### src/hw/rtl/tss_pkg.sv
// Shared types and constants of the timelapse sample scheduler.
package tss_pkg;

    // Item field widths
    localparam int CMD_W   = 3;
    localparam int TIME_W  = 48;
    localparam int SEQ_W   = 48;
    localparam int DAY_W   = 27;
    localparam int STAMP_W = 49;
    localparam int DUE_W   = 49;
    localparam int CNT_W   = 32;

    // Configuration register widths
    localparam int IVL_W    = 17;
    localparam int RATE_W   = 7;
    localparam int FPF_W    = 16;
    localparam int CFG_IDX_W  = 2;
    localparam int CFG_DATA_W = 17;

    // Register limits and reset values
    localparam logic [IVL_W-1:0]  MIN_INTERVAL_SEC = 17'd1;
    localparam logic [RATE_W-1:0] MIN_FPS          = 7'd1;
    localparam logic [RATE_W-1:0] MAX_FPS          = 7'd60;
    localparam logic [FPF_W-1:0]  MIN_FILE_FRAMES  = 16'd2;
    localparam logic [IVL_W-1:0]  IVL_RESET        = 17'd60;
    localparam logic [RATE_W-1:0] RATE_RESET       = 7'd30;
    localparam logic [FPF_W-1:0]  FPF_RESET        = 16'd0;

    // Multiplier operands
    localparam int MUL_A_W = 32;
    localparam int MUL_B_W = 20;
    localparam logic [MUL_B_W-1:0] US_PER_SEC = 20'd1000000;
    localparam logic [MUL_B_W-1:0] TICKS_90K  = 20'd90000;

    // Divider sequencing
    localparam int DIV_STEPS = STAMP_W;
    localparam int DIV_CNT_W = $clog2(DIV_STEPS);
    localparam int REM_W     = RATE_W + 1;

    typedef enum logic [CMD_W-1:0] {
        CMD_TICK   = 3'd0,
        CMD_FORCE  = 3'd1,
        CMD_TAKE   = 3'd2,
        CMD_RING   = 3'd3,
        CMD_FILE   = 3'd4,
        CMD_SAMPLE = 3'd5
    } t_cmd;

    typedef enum logic [CFG_IDX_W-1:0] {
        CFG_INTERVAL    = 2'd0,
        CFG_RATE        = 2'd1,
        CFG_FILE_FRAMES = 2'd2
    } t_cfg_idx;

    // Controller to datapath
    typedef struct packed {
        logic accept;
        logic exec;
        logic tick_adv;
        logic tick_fix;
        logic div_step;
        logic load_out;
    } t_dp_cmd;

    // Datapath to controller
    typedef struct packed {
        logic is_tick;
        logic is_sample;
        logic div_last;
    } t_dp_status;

endpackage

### src/hw/rtl/tss_in_if.sv
// Input channel: one event per transfer.
interface tss_in_if;
    import tss_pkg::*;

    logic               valid;
    logic               ready;
    logic [CMD_W-1:0]   cmd;
    logic [TIME_W-1:0]  now_time;
    logic [SEQ_W-1:0]   frame_seq;
    logic [DAY_W-1:0]   day_code;

    modport source (output valid, cmd, now_time, frame_seq, day_code, input ready);
    modport sink   (input valid, cmd, now_time, frame_seq, day_code, output ready);
endinterface

### src/hw/rtl/tss_out_if.sv
// Output channel: one result per transfer.
interface tss_out_if;
    import tss_pkg::*;

    logic               valid;
    logic               ready;
    logic               sample_pending;
    logic               granted;
    logic               rotate_needed;
    logic [STAMP_W-1:0] stamp_90k;
    logic               stamp_valid;

    modport source (output valid, sample_pending, granted, rotate_needed, stamp_90k,
                    stamp_valid, input ready);
    modport sink   (input valid, sample_pending, granted, rotate_needed, stamp_90k,
                    stamp_valid, output ready);
endinterface

### src/hw/rtl/tss_datapath.sv
// Datapath: config registers, scheduler state, shared multiplier and serial divider.
module tss_datapath (
    input  logic                           i_clk,
    input  logic                           i_rst_n,
    input  tss_pkg::t_dp_cmd               i_cmd,
    output tss_pkg::t_dp_status            o_status,
    input  logic [tss_pkg::CMD_W-1:0]      i_item_cmd,
    input  logic [tss_pkg::TIME_W-1:0]     i_now_time,
    input  logic [tss_pkg::SEQ_W-1:0]      i_frame_seq,
    input  logic [tss_pkg::DAY_W-1:0]      i_day_code,
    input  logic                           i_cfg_we,
    input  logic [tss_pkg::CFG_IDX_W-1:0]  i_cfg_idx,
    input  logic [tss_pkg::CFG_DATA_W-1:0] i_cfg_data,
    output logic                           o_sample_pending,
    output logic                           o_granted,
    output logic                           o_rotate_needed,
    output logic [tss_pkg::STAMP_W-1:0]    o_stamp_90k,
    output logic                           o_stamp_valid
);
    import tss_pkg::*;

    // Configuration
    logic [IVL_W-1:0]  r_interval;
    logic [RATE_W-1:0] r_rate;
    logic [FPF_W-1:0]  r_fpf;

    // Scheduler state
    logic              r_flag;
    logic [DUE_W-1:0]  r_next_due;
    logic [SEQ_W-1:0]  r_taken_seq;
    logic [DAY_W-1:0]  r_open_day;
    logic [CNT_W-1:0]  r_frames_written;
    logic [CNT_W-1:0]  r_frame_index;

    // Latched item and working registers
    t_cmd              r_cmd;
    logic [TIME_W-1:0] r_now;
    logic [SEQ_W-1:0]  r_seq;
    logic [DAY_W-1:0]  r_day;
    logic              r_rotate;
    logic              r_granted;
    logic              r_adv;
    logic [STAMP_W-1:0] r_prod;
    logic [REM_W-1:0]  r_rem;
    logic [DIV_CNT_W-1:0] r_div_cnt;

    // Output register payload
    logic               r_o_pending;
    logic               r_o_granted;
    logic               r_o_rotate;
    logic [STAMP_W-1:0] r_o_stamp;
    logic               r_o_svalid;

    logic [IVL_W-1:0]   cfg_ivl;
    logic [RATE_W-1:0]  cfg_rate;
    logic [FPF_W-1:0]   cfg_fpf;
    logic               rotate_now;
    logic [MUL_A_W-1:0] mul_a;
    logic [MUL_B_W-1:0] mul_b;
    logic [MUL_A_W+MUL_B_W-1:0] mul_p;
    logic [DUE_W-1:0]   now_ext;
    logic [DUE_W-1:0]   now_plus;
    logic [DUE_W-1:0]   due_plus;
    logic [REM_W-1:0]   rem_sh;
    logic               rem_ge;

    // Clamp configuration writes
    always_comb begin
        cfg_ivl  = i_cfg_data[IVL_W-1:0];
        cfg_rate = i_cfg_data[RATE_W-1:0];
        cfg_fpf  = i_cfg_data[FPF_W-1:0];
        if (cfg_ivl < MIN_INTERVAL_SEC) begin
            cfg_ivl = MIN_INTERVAL_SEC;
        end
        if (cfg_rate < MIN_FPS) begin
            cfg_rate = MIN_FPS;
        end else if (cfg_rate > MAX_FPS) begin
            cfg_rate = MAX_FPS;
        end
        if ((cfg_fpf != '0) && (cfg_fpf < MIN_FILE_FRAMES)) begin
            cfg_fpf = MIN_FILE_FRAMES;
        end
    end

    always_ff @(posedge i_clk) begin
        if (!i_rst_n) begin
            r_interval <= IVL_RESET;
            r_rate     <= RATE_RESET;
            r_fpf      <= FPF_RESET;
        end else if (i_cfg_we) begin
            case (t_cfg_idx'(i_cfg_idx))
                CFG_INTERVAL:    r_interval <= cfg_ivl;
                CFG_RATE:        r_rate     <= cfg_rate;
                CFG_FILE_FRAMES: r_fpf      <= cfg_fpf;
                default: ;
            endcase
        end
    end

    // Rotation check on state before the step
    always_comb begin
        if (r_open_day == '0) begin
            rotate_now = 1'b1;
        end else if (r_fpf != '0) begin
            rotate_now = r_frames_written >= {{(CNT_W-FPF_W){1'b0}}, r_fpf};
        end else begin
            rotate_now = i_day_code != r_open_day;
        end
    end

    // Shared multiplier: interval to microseconds, or frame index to 90 kHz ticks
    assign mul_a = (r_cmd == CMD_SAMPLE) ? r_frame_index
                                         : {{(MUL_A_W-IVL_W){1'b0}}, r_interval};
    assign mul_b = (r_cmd == CMD_SAMPLE) ? TICKS_90K : US_PER_SEC;
    assign mul_p = mul_a * mul_b;

    // Tick schedule sums
    assign now_ext  = {{(DUE_W-TIME_W){1'b0}}, r_now};
    assign now_plus = now_ext + r_prod;
    assign due_plus = r_next_due + r_prod;

    // Restoring divider step: one quotient bit per cycle
    assign rem_sh = {r_rem[REM_W-2:0], r_prod[STAMP_W-1]};
    assign rem_ge = rem_sh >= {1'b0, r_rate};

    // Item latch and working registers
    always_ff @(posedge i_clk) begin
        if (i_cmd.accept) begin
            r_cmd     <= t_cmd'(i_item_cmd);
            r_now     <= i_now_time;
            r_seq     <= i_frame_seq;
            r_day     <= i_day_code;
            r_rotate  <= rotate_now;
            r_granted <= 1'b0;
            r_adv     <= 1'b0;
        end
        if (i_cmd.exec) begin
            r_prod    <= mul_p[STAMP_W-1:0];
            r_rem     <= '0;
            r_div_cnt <= '0;
            if ((r_cmd == CMD_TAKE) && r_flag && (r_seq > r_taken_seq)) begin
                r_granted <= 1'b1;
            end
        end
        if (i_cmd.tick_adv) begin
            r_adv <= (r_next_due != '0) && !(now_ext < r_next_due);
        end
        if (i_cmd.div_step) begin
            r_rem     <= rem_ge ? (rem_sh - {1'b0, r_rate}) : rem_sh;
            r_prod    <= {r_prod[STAMP_W-2:0], rem_ge};
            r_div_cnt <= r_div_cnt + 1'b1;
        end
    end

    // Scheduler state updates
    always_ff @(posedge i_clk) begin
        if (!i_rst_n) begin
            r_flag           <= 1'b0;
            r_next_due       <= '0;
            r_taken_seq      <= '0;
            r_open_day       <= '0;
            r_frames_written <= '0;
            r_frame_index    <= '0;
        end else begin
            if (i_cmd.exec) begin
                case (r_cmd)
                    CMD_FORCE: r_flag <= 1'b1;
                    CMD_TAKE: begin
                        if (r_flag && (r_seq > r_taken_seq)) begin
                            r_taken_seq <= r_seq;
                            r_flag      <= 1'b0;
                        end
                    end
                    CMD_RING: r_taken_seq <= '0;
                    CMD_FILE: begin
                        r_open_day       <= r_day;
                        r_frames_written <= '0;
                        r_frame_index    <= '0;
                    end
                    CMD_SAMPLE: begin
                        r_frame_index    <= r_frame_index + 1'b1;
                        r_frames_written <= r_frames_written + 1'b1;
                    end
                    default: ;
                endcase
            end
            // First tick arms at once; a due tick arms and advances one interval
            if (i_cmd.tick_adv) begin
                if (r_next_due == '0) begin
                    r_flag     <= 1'b1;
                    r_next_due <= now_plus;
                end else if (!(now_ext < r_next_due)) begin
                    r_flag     <= 1'b1;
                    r_next_due <= due_plus;
                end
            end
            // Whole intervals were missed: restart from the present time
            if (i_cmd.tick_fix && r_adv && (r_next_due <= now_ext)) begin
                r_next_due <= now_plus;
            end
        end
    end

    // Output register
    always_ff @(posedge i_clk) begin
        if (i_cmd.load_out) begin
            r_o_pending <= r_flag;
            r_o_granted <= r_granted;
            r_o_rotate  <= r_rotate;
            r_o_stamp   <= (r_cmd == CMD_SAMPLE) ? r_prod : '0;
            r_o_svalid  <= r_cmd == CMD_SAMPLE;
        end
    end

    assign o_status.is_tick   = r_cmd == CMD_TICK;
    assign o_status.is_sample = r_cmd == CMD_SAMPLE;
    assign o_status.div_last  = r_div_cnt == DIV_CNT_W'(DIV_STEPS - 1);

    assign o_sample_pending = r_o_pending;
    assign o_granted        = r_o_granted;
    assign o_rotate_needed  = r_o_rotate;
    assign o_stamp_90k      = r_o_stamp;
    assign o_stamp_valid    = r_o_svalid;

endmodule

### src/hw/rtl/tss_ctrl.sv
// Controller: sequences each event through the datapath and owns the handshakes.
module tss_ctrl (
    input  logic                 i_clk,
    input  logic                 i_rst_n,
    input  logic                 i_in_valid,
    output logic                 o_in_ready,
    output logic                 o_out_valid,
    input  logic                 i_out_ready,
    output tss_pkg::t_dp_cmd     o_cmd,
    input  tss_pkg::t_dp_status  i_status
);
    import tss_pkg::*;

    typedef enum logic [5:0] {
        S_IDLE = 6'b000001,
        S_EXEC = 6'b000010,
        S_TICK = 6'b000100,
        S_FIX  = 6'b001000,
        S_DIV  = 6'b010000,
        S_EMIT = 6'b100000
    } t_state;

    t_state r_state;
    t_state n_state;
    logic   r_out_valid;
    logic   n_out_valid;

    // Next state and datapath commands
    always_comb begin
        n_state        = r_state;
        o_cmd          = '0;
        o_cmd.accept   = (r_state == S_IDLE) && i_in_valid;
        o_cmd.load_out = (r_state == S_EMIT) && (!r_out_valid || i_out_ready);
        case (r_state)
            S_IDLE: begin
                if (i_in_valid) begin
                    n_state = S_EXEC;
                end
            end
            S_EXEC: begin
                o_cmd.exec = 1'b1;
                if (i_status.is_tick) begin
                    n_state = S_TICK;
                end else if (i_status.is_sample) begin
                    n_state = S_DIV;
                end else begin
                    n_state = S_EMIT;
                end
            end
            S_TICK: begin
                o_cmd.tick_adv = 1'b1;
                n_state        = S_FIX;
            end
            S_FIX: begin
                o_cmd.tick_fix = 1'b1;
                n_state        = S_EMIT;
            end
            S_DIV: begin
                o_cmd.div_step = 1'b1;
                if (i_status.div_last) begin
                    n_state = S_EMIT;
                end
            end
            S_EMIT: begin
                if (o_cmd.load_out) begin
                    n_state = S_IDLE;
                end
            end
            default: n_state = S_IDLE;
        endcase
    end

    // Output valid: set on load, cleared on transfer
    always_comb begin
        n_out_valid = r_out_valid;
        if (o_cmd.load_out) begin
            n_out_valid = 1'b1;
        end else if (i_out_ready) begin
            n_out_valid = 1'b0;
        end
    end

    always_ff @(posedge i_clk) begin
        if (!i_rst_n) begin
            r_state     <= S_IDLE;
            r_out_valid <= 1'b0;
        end else begin
            r_state     <= n_state;
            r_out_valid <= n_out_valid;
        end
    end

    assign o_in_ready  = r_state == S_IDLE;
    assign o_out_valid = r_out_valid;

endmodule

### src/hw/rtl/timelapse_sample_scheduler.sv
// Top level of the timelapse sample scheduler.
//
// Takes one event per input transfer (tick, force, take, ring reset, file opened,
// sample) and returns one result per event. An event occupies the block from its
// input transfer until its result is loaded into the output register. Force, take,
// ring reset, file opened and unknown codes pass through one execute step; tick
// does one multiply, one advance and one catch-up check; sample runs the 49-step
// restoring divider that forms frame_index * 90000 / playback_rate one quotient
// bit per cycle. The output register holds a finished result until it is taken,
// so the next event is accepted while a result waits; a result stalled downstream
// holds the following event in its last cycle. Configuration writes are clamped
// to their legal ranges and take effect on the next event.
module timelapse_sample_scheduler (
    input  logic                           i_clk,
    input  logic                           i_rst_n,
    tss_in_if.sink                         i_in,
    tss_out_if.source                      o_out,
    input  logic                           i_cfg_we,
    input  logic [tss_pkg::CFG_IDX_W-1:0]  i_cfg_idx,
    input  logic [tss_pkg::CFG_DATA_W-1:0] i_cfg_data
);
    import tss_pkg::*;

    t_dp_cmd    dp_cmd;
    t_dp_status dp_status;

    // Sequencer
    tss_ctrl u_ctrl (
        .i_clk       (i_clk),
        .i_rst_n     (i_rst_n),
        .i_in_valid  (i_in.valid),
        .o_in_ready  (i_in.ready),
        .o_out_valid (o_out.valid),
        .i_out_ready (o_out.ready),
        .o_cmd       (dp_cmd),
        .i_status    (dp_status)
    );

    // State, arithmetic and output register
    tss_datapath u_datapath (
        .i_clk            (i_clk),
        .i_rst_n          (i_rst_n),
        .i_cmd            (dp_cmd),
        .o_status         (dp_status),
        .i_item_cmd       (i_in.cmd),
        .i_now_time       (i_in.now_time),
        .i_frame_seq      (i_in.frame_seq),
        .i_day_code       (i_in.day_code),
        .i_cfg_we         (i_cfg_we),
        .i_cfg_idx        (i_cfg_idx),
        .i_cfg_data       (i_cfg_data),
        .o_sample_pending (o_out.sample_pending),
        .o_granted        (o_out.granted),
        .o_rotate_needed  (o_out.rotate_needed),
        .o_stamp_90k      (o_out.stamp_90k),
        .o_stamp_valid    (o_out.stamp_valid)
    );

`ifndef SYNTHESIS
    // One event at a time: no input transfer right after one
    a_one_in_flight: assert property (@(posedge i_clk) disable iff (!i_rst_n)
        (i_in.valid && i_in.ready) |=> !i_in.ready)
        else $error("input accepted while an event is in progress");

    // A grant clears the request flag
    a_grant_clears: assert property (@(posedge i_clk) disable iff (!i_rst_n)
        (o_out.valid && o_out.granted) |-> !o_out.sample_pending)
        else $error("granted result still shows a pending request");

    // A stamp comes only from a sample event, never with a grant
    a_stamp_excl: assert property (@(posedge i_clk) disable iff (!i_rst_n)
        (o_out.valid && o_out.stamp_valid) |-> !o_out.granted)
        else $error("stamp and grant in the same result");
`endif

endmodule

### src/flat_wrapper.sv
// flat-port wrapper written by rule: the top's interface ports become plain ports
module timelapse_sample_scheduler_flat import tss_pkg::*;
  (i_clk, i_rst_n, i_cfg_we, i_cfg_idx, i_cfg_data, i_in_valid, i_in_cmd, i_in_now_time, i_in_frame_seq, i_in_day_code, i_in_ready, o_out_valid, o_out_sample_pending, o_out_granted, o_out_rotate_needed, o_out_stamp_90k, o_out_stamp_valid, o_out_ready);
  tss_in_if i_in_i ();
  tss_out_if o_out_i ();
  input  logic i_clk;
  input  logic i_rst_n;
  input  logic i_cfg_we;
  input  logic [tss_pkg::CFG_IDX_W-1:0] i_cfg_idx;
  input  logic [tss_pkg::CFG_DATA_W-1:0] i_cfg_data;
  input wire logic [$bits(i_in_i.valid)-1:0] i_in_valid;
  input wire logic [$bits(i_in_i.cmd)-1:0] i_in_cmd;
  input wire logic [$bits(i_in_i.now_time)-1:0] i_in_now_time;
  input wire logic [$bits(i_in_i.frame_seq)-1:0] i_in_frame_seq;
  input wire logic [$bits(i_in_i.day_code)-1:0] i_in_day_code;
  output wire logic [$bits(i_in_i.ready)-1:0] i_in_ready;
  output wire logic [$bits(o_out_i.valid)-1:0] o_out_valid;
  output wire logic [$bits(o_out_i.sample_pending)-1:0] o_out_sample_pending;
  output wire logic [$bits(o_out_i.granted)-1:0] o_out_granted;
  output wire logic [$bits(o_out_i.rotate_needed)-1:0] o_out_rotate_needed;
  output wire logic [$bits(o_out_i.stamp_90k)-1:0] o_out_stamp_90k;
  output wire logic [$bits(o_out_i.stamp_valid)-1:0] o_out_stamp_valid;
  input wire logic [$bits(o_out_i.ready)-1:0] o_out_ready;
  assign i_in_i.valid = i_in_valid;
  assign i_in_i.cmd = i_in_cmd;
  assign i_in_i.now_time = i_in_now_time;
  assign i_in_i.frame_seq = i_in_frame_seq;
  assign i_in_i.day_code = i_in_day_code;
  assign i_in_ready = i_in_i.ready;
  assign o_out_valid = o_out_i.valid;
  assign o_out_sample_pending = o_out_i.sample_pending;
  assign o_out_granted = o_out_i.granted;
  assign o_out_rotate_needed = o_out_i.rotate_needed;
  assign o_out_stamp_90k = o_out_i.stamp_90k;
  assign o_out_stamp_valid = o_out_i.stamp_valid;
  assign o_out_i.ready = o_out_ready;
  timelapse_sample_scheduler u_core (.i_clk(i_clk), .i_rst_n(i_rst_n), .i_in(i_in_i), .o_out(o_out_i), .i_cfg_we(i_cfg_we), .i_cfg_idx(i_cfg_idx), .i_cfg_data(i_cfg_data));
endmodule
### config.mk
export PLATFORM = sky130hd
export DESIGN_NAME = timelapse_sample_scheduler_flat
export DESIGN_NICKNAME = d
export VERILOG_FILES = /design/src/hw/rtl/tss_pkg.sv /design/src/hw/rtl/tss_in_if.sv /design/src/hw/rtl/tss_out_if.sv /design/src/hw/rtl/tss_datapath.sv /design/src/hw/rtl/tss_ctrl.sv /design/src/hw/rtl/timelapse_sample_scheduler.sv /design/src/flat_wrapper.sv
export SDC_FILE = /design/constraint.sdc
export NUM_CORES = 2
export LEC_CHECK = 0
export BUFFER_PORTS_ARGS = -buffer_cell sky130_fd_sc_hd__buf_2
export CORE_MARGIN = 2
export CORE_UTILIZATION = 55
export CTS_BUF_LIST = sky130_fd_sc_hd__clkbuf_4
export DETAILED_ROUTE_END_ITERATION = 10
export MAX_ROUTING_LAYER = met4
export PLACE_DENSITY_LB_ADDON = 0.12
export RECOVER_POWER = 50
export SKIP_CTS_REPAIR_TIMING = 1
export SLEW_MARGIN = 5
export SYNTH_ARGS = -nofsm -noshare
export SYNTH_HDL_FRONTEND = slang
export SYNTH_SLANG_ARGS = --single-unit
### constraint.sdc
create_clock -name i_clk -period 20.1 [get_ports i_clk]
set_input_delay 2.01 -clock i_clk [delete_from_list [all_inputs] [get_ports i_clk]]
set_output_delay 2.01 -clock i_clk [all_outputs]
set_load 0.01 [all_outputs]
## Word-level counts from Yosys, hierarchy flattened

Cells that the tools add are included.

| storage, ports and cells | value |
|---|---|
| flip-flop bits (word level) | 480 |
| input port bits | 150 |
| output and inout bits | 55 |
| word-level logic and storage cells | 140 |

| operators by class | value |
|---|---|
| $add $sub $neg | 6 |
| multiply operators | 1 |
| $lt $le $gt $ge | 9 |
| equal/unequal tests | 20 |
| mux-type cells | 45 |
| reductions and logical operators | 33 |

Operator list:

| cell | count |
|---|---|
| two-way mux 49 bit | 6 |
| case mux 32 bit (2 select lines) | 2 |
| case mux 48 bit (2 select lines) | 1 |
| adder 32 x 1 -> 32 bit (second input constant) | 2 |
| adder 48 x 49 -> 49 bit | 1 |
| adder 49 bit | 1 |
| less-or-equal comparator 49 x 48 -> 1 bit | 1 |
| logical NOT 49 bit | 1 |
| less-than comparator 48 x 49 -> 1 bit | 1 |
| multiplier 32 x 20 -> 49 bit | 1 |
| nonzero test 49 bit | 1 |
| greater-than comparator 48 bit | 1 |
| two-way mux 48 bit | 1 |
| two-way mux 6 bit | 7 |
| case mux 6 bit (6 select lines) | 1 |
| two-way mux 7 bit | 5 |
| >= comparator 32 x 16 -> 1 bit | 1 |
| two-way mux 32 bit | 1 |
| nonzero test 16 bit | 2 |
| logical NOT 27 bit | 1 |
| inequality test 27 bit | 1 |
| two-way mux 20 bit | 1 |
| less-than comparator 17 x 1 -> 1 bit (second input constant) | 1 |
| two-way mux 1 bit | 17 |
| other kinds (31) | 56 |

## Logic depth before layout (Yosys ltp)

| depth | value |
|---|---|
| depth after elaboration | 8 |
| depth in mapped cells | 30 |
| gate-level depth less buffers | 29 |

## By module

A second synthesis with hierarchy kept.

| second synthesis, totals | value |
|---|---|
| cell total of the unflattened synthesis | 4,109 |
| area total of the unflattened synthesis | 39,595.5 µm² |

By module, submodules not included:

| module | times used | cells an instance | area each (µm²) | seq. area each (µm²) |
|---|---|---|---|---|
| tss_datapath | 1 | 4,064 | 39,193.8 | 11,901.4 |
| tss_ctrl | 1 | 45 | 401.6 | 140.1 |

## Least setup slack after synthesis

No wires, ideal clock.

| timing | value |
|---|---|
| kind | register to register |
| start | reg u_core.u_datapath.r_cmd[0] |
| end | reg u_core.u_datapath.r_prod[47], data pin |
| setup time | 0.262 ns |
| data arrival time | 7.032 ns |
| required time | 19.838 ns |
| setup slack | 12.806 ns |
| stages on the path, launching flop included | 27 |
| path buffers | 3 |
| clock period less this slack | 7.294 ns |
| path through | edfxtp_1 clkbuf_1 nand3b_1 inv_1 clkbuf_1 clkbuf_1 and2_1 fa_1 fa_1 inv_1 fa_1 fa_1 fa_1 inv_1 fa_1 ha_1 ha_1 a21o_1 a21o_1 a21o_1 a221oi_1 o21ai_0 a31oi_1 o21ai_0 nor2_1 nor4b_1 nand3b_1 |

| on the way | value |
|---|---|
| word-level cells in the longest chain between the ends | 5 |
| elaborated cells on any way between the ends | 6 |
| those cells by class | mul (1); eq/ne (1); mux (4) |

Ends and longest elaborated chain:

| what | line | text |
|---|---|---|
| start, declared | tss_datapath.sv:36 | `t_cmd r_cmd;` |
| start signal, assigned | tss_datapath.sv:129 | `r_cmd <= t_cmd'(i_item_cmd);` |
| equality test 3 bit (*) | tss_datapath.sv:112, tss_datapath.sv:114 |  |
| two-way mux 32 bit / two-way mux 20 bit (equally long branches) | tss_datapath.sv:112, tss_datapath.sv:114 |  |
| multiplier 32 x 20 -> 49 bit (*) | tss_datapath.sv:115 | `assign mul_p = mul_a * mul_b;` |
| two-way mux 49 bit (*) | tss_datapath.sv:137 | `if (i_cmd.exec) begin` |
| two-way mux 49 bit (*) | tss_datapath.sv:148 | `if (i_cmd.div_step) begin` |
| end signal, assigned | tss_datapath.sv:138 | `r_prod <= mul_p[STAMP_W-1:0];` |
| end signal, assigned | tss_datapath.sv:150 | `r_prod <= {r_prod[STAMP_W-2:0], rem_ge};` |
| end, declared | tss_datapath.sv:43 | `logic [STAMP_W-1:0] r_prod;` |

Every way passes the cells marked *; elsewhere a longest branch is shown, timed or not. The select of a mux whose other input is x is not followed.
A chain may end at the register's enable or synchronous reset.

## Final worst setup path

| timing | value |
|---|---|
| start | reg u_core.u_datapath.r_cmd[0] |
| end | reg u_core.u_datapath.r_prod[40], data pin |

The elaborated chain is that of the path after synthesis.

==> reports/qor.yml <==
avgSynthCellArea_um2: 9.40
routedWlPerCell_um: 18.7
worst_slew_pin_slew_ns: 3.40
violations: "capacitance limit, slew limit"
synth-edff-count: 243
fin_crit_ns: 12.71
comb_power_share_pct: 44.6
clk_latency_ns: 1.04
setup_viol_count_final: 0
dr.pass1.iters: 5
rsz0062_at_grt: "false"
hold_class: "flop to flop"
leakagePower_nw: 20.1
port-buffer-count: 204
syn_inst: 4252
p_int_mw: 2.41
clock_skew_ns: 0.0652
async_reset_ff_share_pct: 0
ant_nets: 0
grt_pass1_vias: 30400
via_per_inst: 5.54
syn_area_mm2: 0.0400
maxSlewViolCount: 515
cts_root_buf: "clkbuf_4"
path_class: "flop to flop"
grt_overflow: 0
path_clk_slew_ns: 0.06
yosys_warnings: 0
cts_tree: "yes"
track_usage_pct: 29.2
clkSinkCount: 480
ir_drop_mv: 0.0935
hold_path_depth: 0
fin_util_pct: 61.1
nets: 5455
start_kind: "flop"
routed_wl_um: 105000
clk_path_buf_depth: 3
drt_iter0_drc: 2274
die_y_um: 274
die_area_mm2: 0.0748
globalplace.congestion: 0.957
reg2reg_depth: 26
placedInstanceArea_mm2: 0.0420
crit_path_frequent_cell: "fa_1"
grt_pass1_wl_um: 165000
maxCapViolations: 10
fin_crit_sh_pct: 63.2
slew_headroom_pct: -127
switchingPower_mw: 1.66
die_w_um: 274
hpwlAfterDp_um: 81900
cts_max_level: 4
hold_violations: 0
drive_gt1_share_pct: 9.42
final_common_cell: "inv_1"
syn_to_final_growth_pct: 9.66
power.density_mw_per_mm2: 92.8
yosysSeqAreaShare_pct: 30.1
start_util_pct: 55.7
drc: 0
crit_slowest_cell: "clkinvlp_2"
antenna_found_initial: 9
via_count: 31100
seqPwrFrac_pct: 31.8
max_freq_ghz: 0.0787
ys_seq_elements: 480
max_stage_delay_ns: 2.47
critPathMaxFanout: 68
synth_ff_type: "edfxtp_1"
crit_arrival_ns: 13.34
status: "finished with violations"
cp-end-kind: "flop"
synth_cell_type_count: 88
ios: 205
final_cell_mix: "inv_1, nand2_1, ha_1, fa_1, a21oi_1"
required_ns: 20.73
cts_buffers: 139
fin_area_mm2: 0.0438
switching_share_pct: 40.8
grt_max_degree: 69
rows: 98
tns_ns: 0
core_area_mm2: 0.0717
clockPowerShare_pct: 23.6
-- routing by layer --
metal | routed length [um] | GRT usage [%] | vias up
li1 | - | - | 15100
met1 | 47100 | 39.1 | 14900
met2 | 47200 | 44.4 | 935
met3 | 6740 | 4.77 | 192
met4 | 3660 | 11.5 | 0
met5 | 0 | - | -
-- logic make-up after synthesis --
kind of cell | Yosys count | synth area share (%)
xor+xnor | 228 | 5.00
fa+ha+maj | 767 | 29.8
mux | 52 | 1.30
compound gates | 808 | 12.7
simple gates | 1242 | 14.7
buf+inv | 673 | 6.43
other cells | 2 | 0.0188
flops | 480 | 30.1
-- flip-flops by register name (all words and copies together) (netlist names), 7 cells and up --
| name | flops |
|---|---|
| u_core.u_datapath.r_day | 27 |
| u_core.u_datapath.r_fpf | 16 |
| u_core.u_datapath.r_rem | 7 |
| u_core.u_datapath.r_rate | 7 |
| u_core.u_datapath.r_frame_index | 32 |
| u_core.u_datapath.o_stamp_90k | 49 |
| u_core.u_datapath.r_taken_seq | 48 |
| u_core.u_datapath.r_now | 48 |
| u_core.u_datapath.r_frames_written | 32 |
| u_core.u_datapath.r_open_day | 27 |
| u_core.u_datapath.r_prod | 49 |
| u_core.u_datapath.r_next_due | 49 |
| u_core.u_datapath.r_interval | 17 |
| u_core.u_datapath.r_seq | 48 |
-- final cells by class --
type	instances	area, um2
multi-input cells	3166	25600
inverters	536	2020
diodes	8	20.0
clock buffers	192	1440
repair buffers	220	1070
clock inverters	58	408
fillers	6428	27900
well taps	950	1190
flip-flops and latches	480	12000
-- worst max-delay path, delay by kind of cell, from the launching register on --
| kind | cells | cell delay [ns] |
|---|---|---|
| buf+inv | 5 | 5.01 |
| fa+ha+maj | 8 | 3.71 |
| flops | 1 | 0.52 |
| compound gates | 7 | 1.33 |
| xor+xnor | 1 | 0.14 |
| simple gates | 5 | 1.58 |
-- power by group through the flow --
stage	clock [mW]	combinational [mW]	sequential (mW)
floorplan	0	1.39	1.26
global placement	0	1.79	1.31
detailed placement	0	1.80	1.31
CTS	0.989	1.82	1.29
global route	1.04	2.06	1.30
finish	0.959	1.82	1.29
-- Yosys cell counts, drive strengths merged, types with 7 or more instances --
| cell type | instances | area [um2] |
|---|---|---|
| and3 | 38 | 238 |
| edfxtp | 243 | 7300 |
| a21o | 98 | 736 |
| nand2 | 488 | 1830 |
| or3 | 20 | 125 |
| o211a | 7 | 70.1 |
| a221oi | 10 | 100 |
| o211ai | 22 | 165 |
| xor2 | 113 | 990 |
| clkbuf | 103 | 387 |
| ha | 453 | 5670 |
| nor3 | 44 | 225 |
| a2111oi | 7 | 80.1 |
| nand4 | 56 | 357 |
| inv | 535 | 2010 |
| mux2i | 52 | 521 |
| a21oi | 298 | 1520 |
| and2 | 116 | 728 |
| buf | 34 | 170 |
| o221ai | 7 | 61.3 |
| o31ai | 8 | 65.1 |
| a31oi | 30 | 188 |
| o21ai | 174 | 875 |
| dfxtp | 237 | 4740 |
| o21bai | 22 | 165 |
| a211oi | 44 | 335 |
| xnor2 | 115 | 1010 |
| nand3 | 73 | 370 |
| or4 | 8 | 63.8 |
| nor2 | 272 | 1030 |
| nand2b | 20 | 125 |
| and4 | 10 | 87.6 |
| fa | 309 | 6190 |
| nor2b | 25 | 156 |
| nand3b | 11 | 82.6 |
| nor4 | 36 | 240 |
| o21a | 20 | 150 |
-- path summary, 6_finish.rpt --
kind / start / end / slack, ns
worst min register to register: u_core.u_datapath.r_rotate / u_core.u_datapath.o_rotate_needed / 0.43
worst max-delay path: u_core.u_datapath.r_cmd[0] / u_core.u_datapath.r_prod[40] / 7.39
worst max register to register: u_core.u_datapath.r_cmd[0] / u_core.u_datapath.r_prod[40] / 7.39
worst min-delay path: u_core.u_datapath.r_rotate / u_core.u_datapath.o_rotate_needed / 0.43
-- stage by stage --
stage / total power, mW / hold WS [ns] / setup WS [ns] / cells
2_1_floorplan: 2.65 / 0.400 / 12.81 / 4319
3_3_place_gp: 3.10 / 0.409 / 10.72 / 5352
3_5_place_dp: 3.11 / 0.419 / 10.59 / 5352
4_1_cts: 4.10 / 0.434 / 10.58 / 5602
5_1_grt: 4.40 / 0.449 / 6.62 / 5610
6_report: 4.07 / 0.432 / 7.39 / 5610
Note: power is estimated with default switching activity, not from simulation.
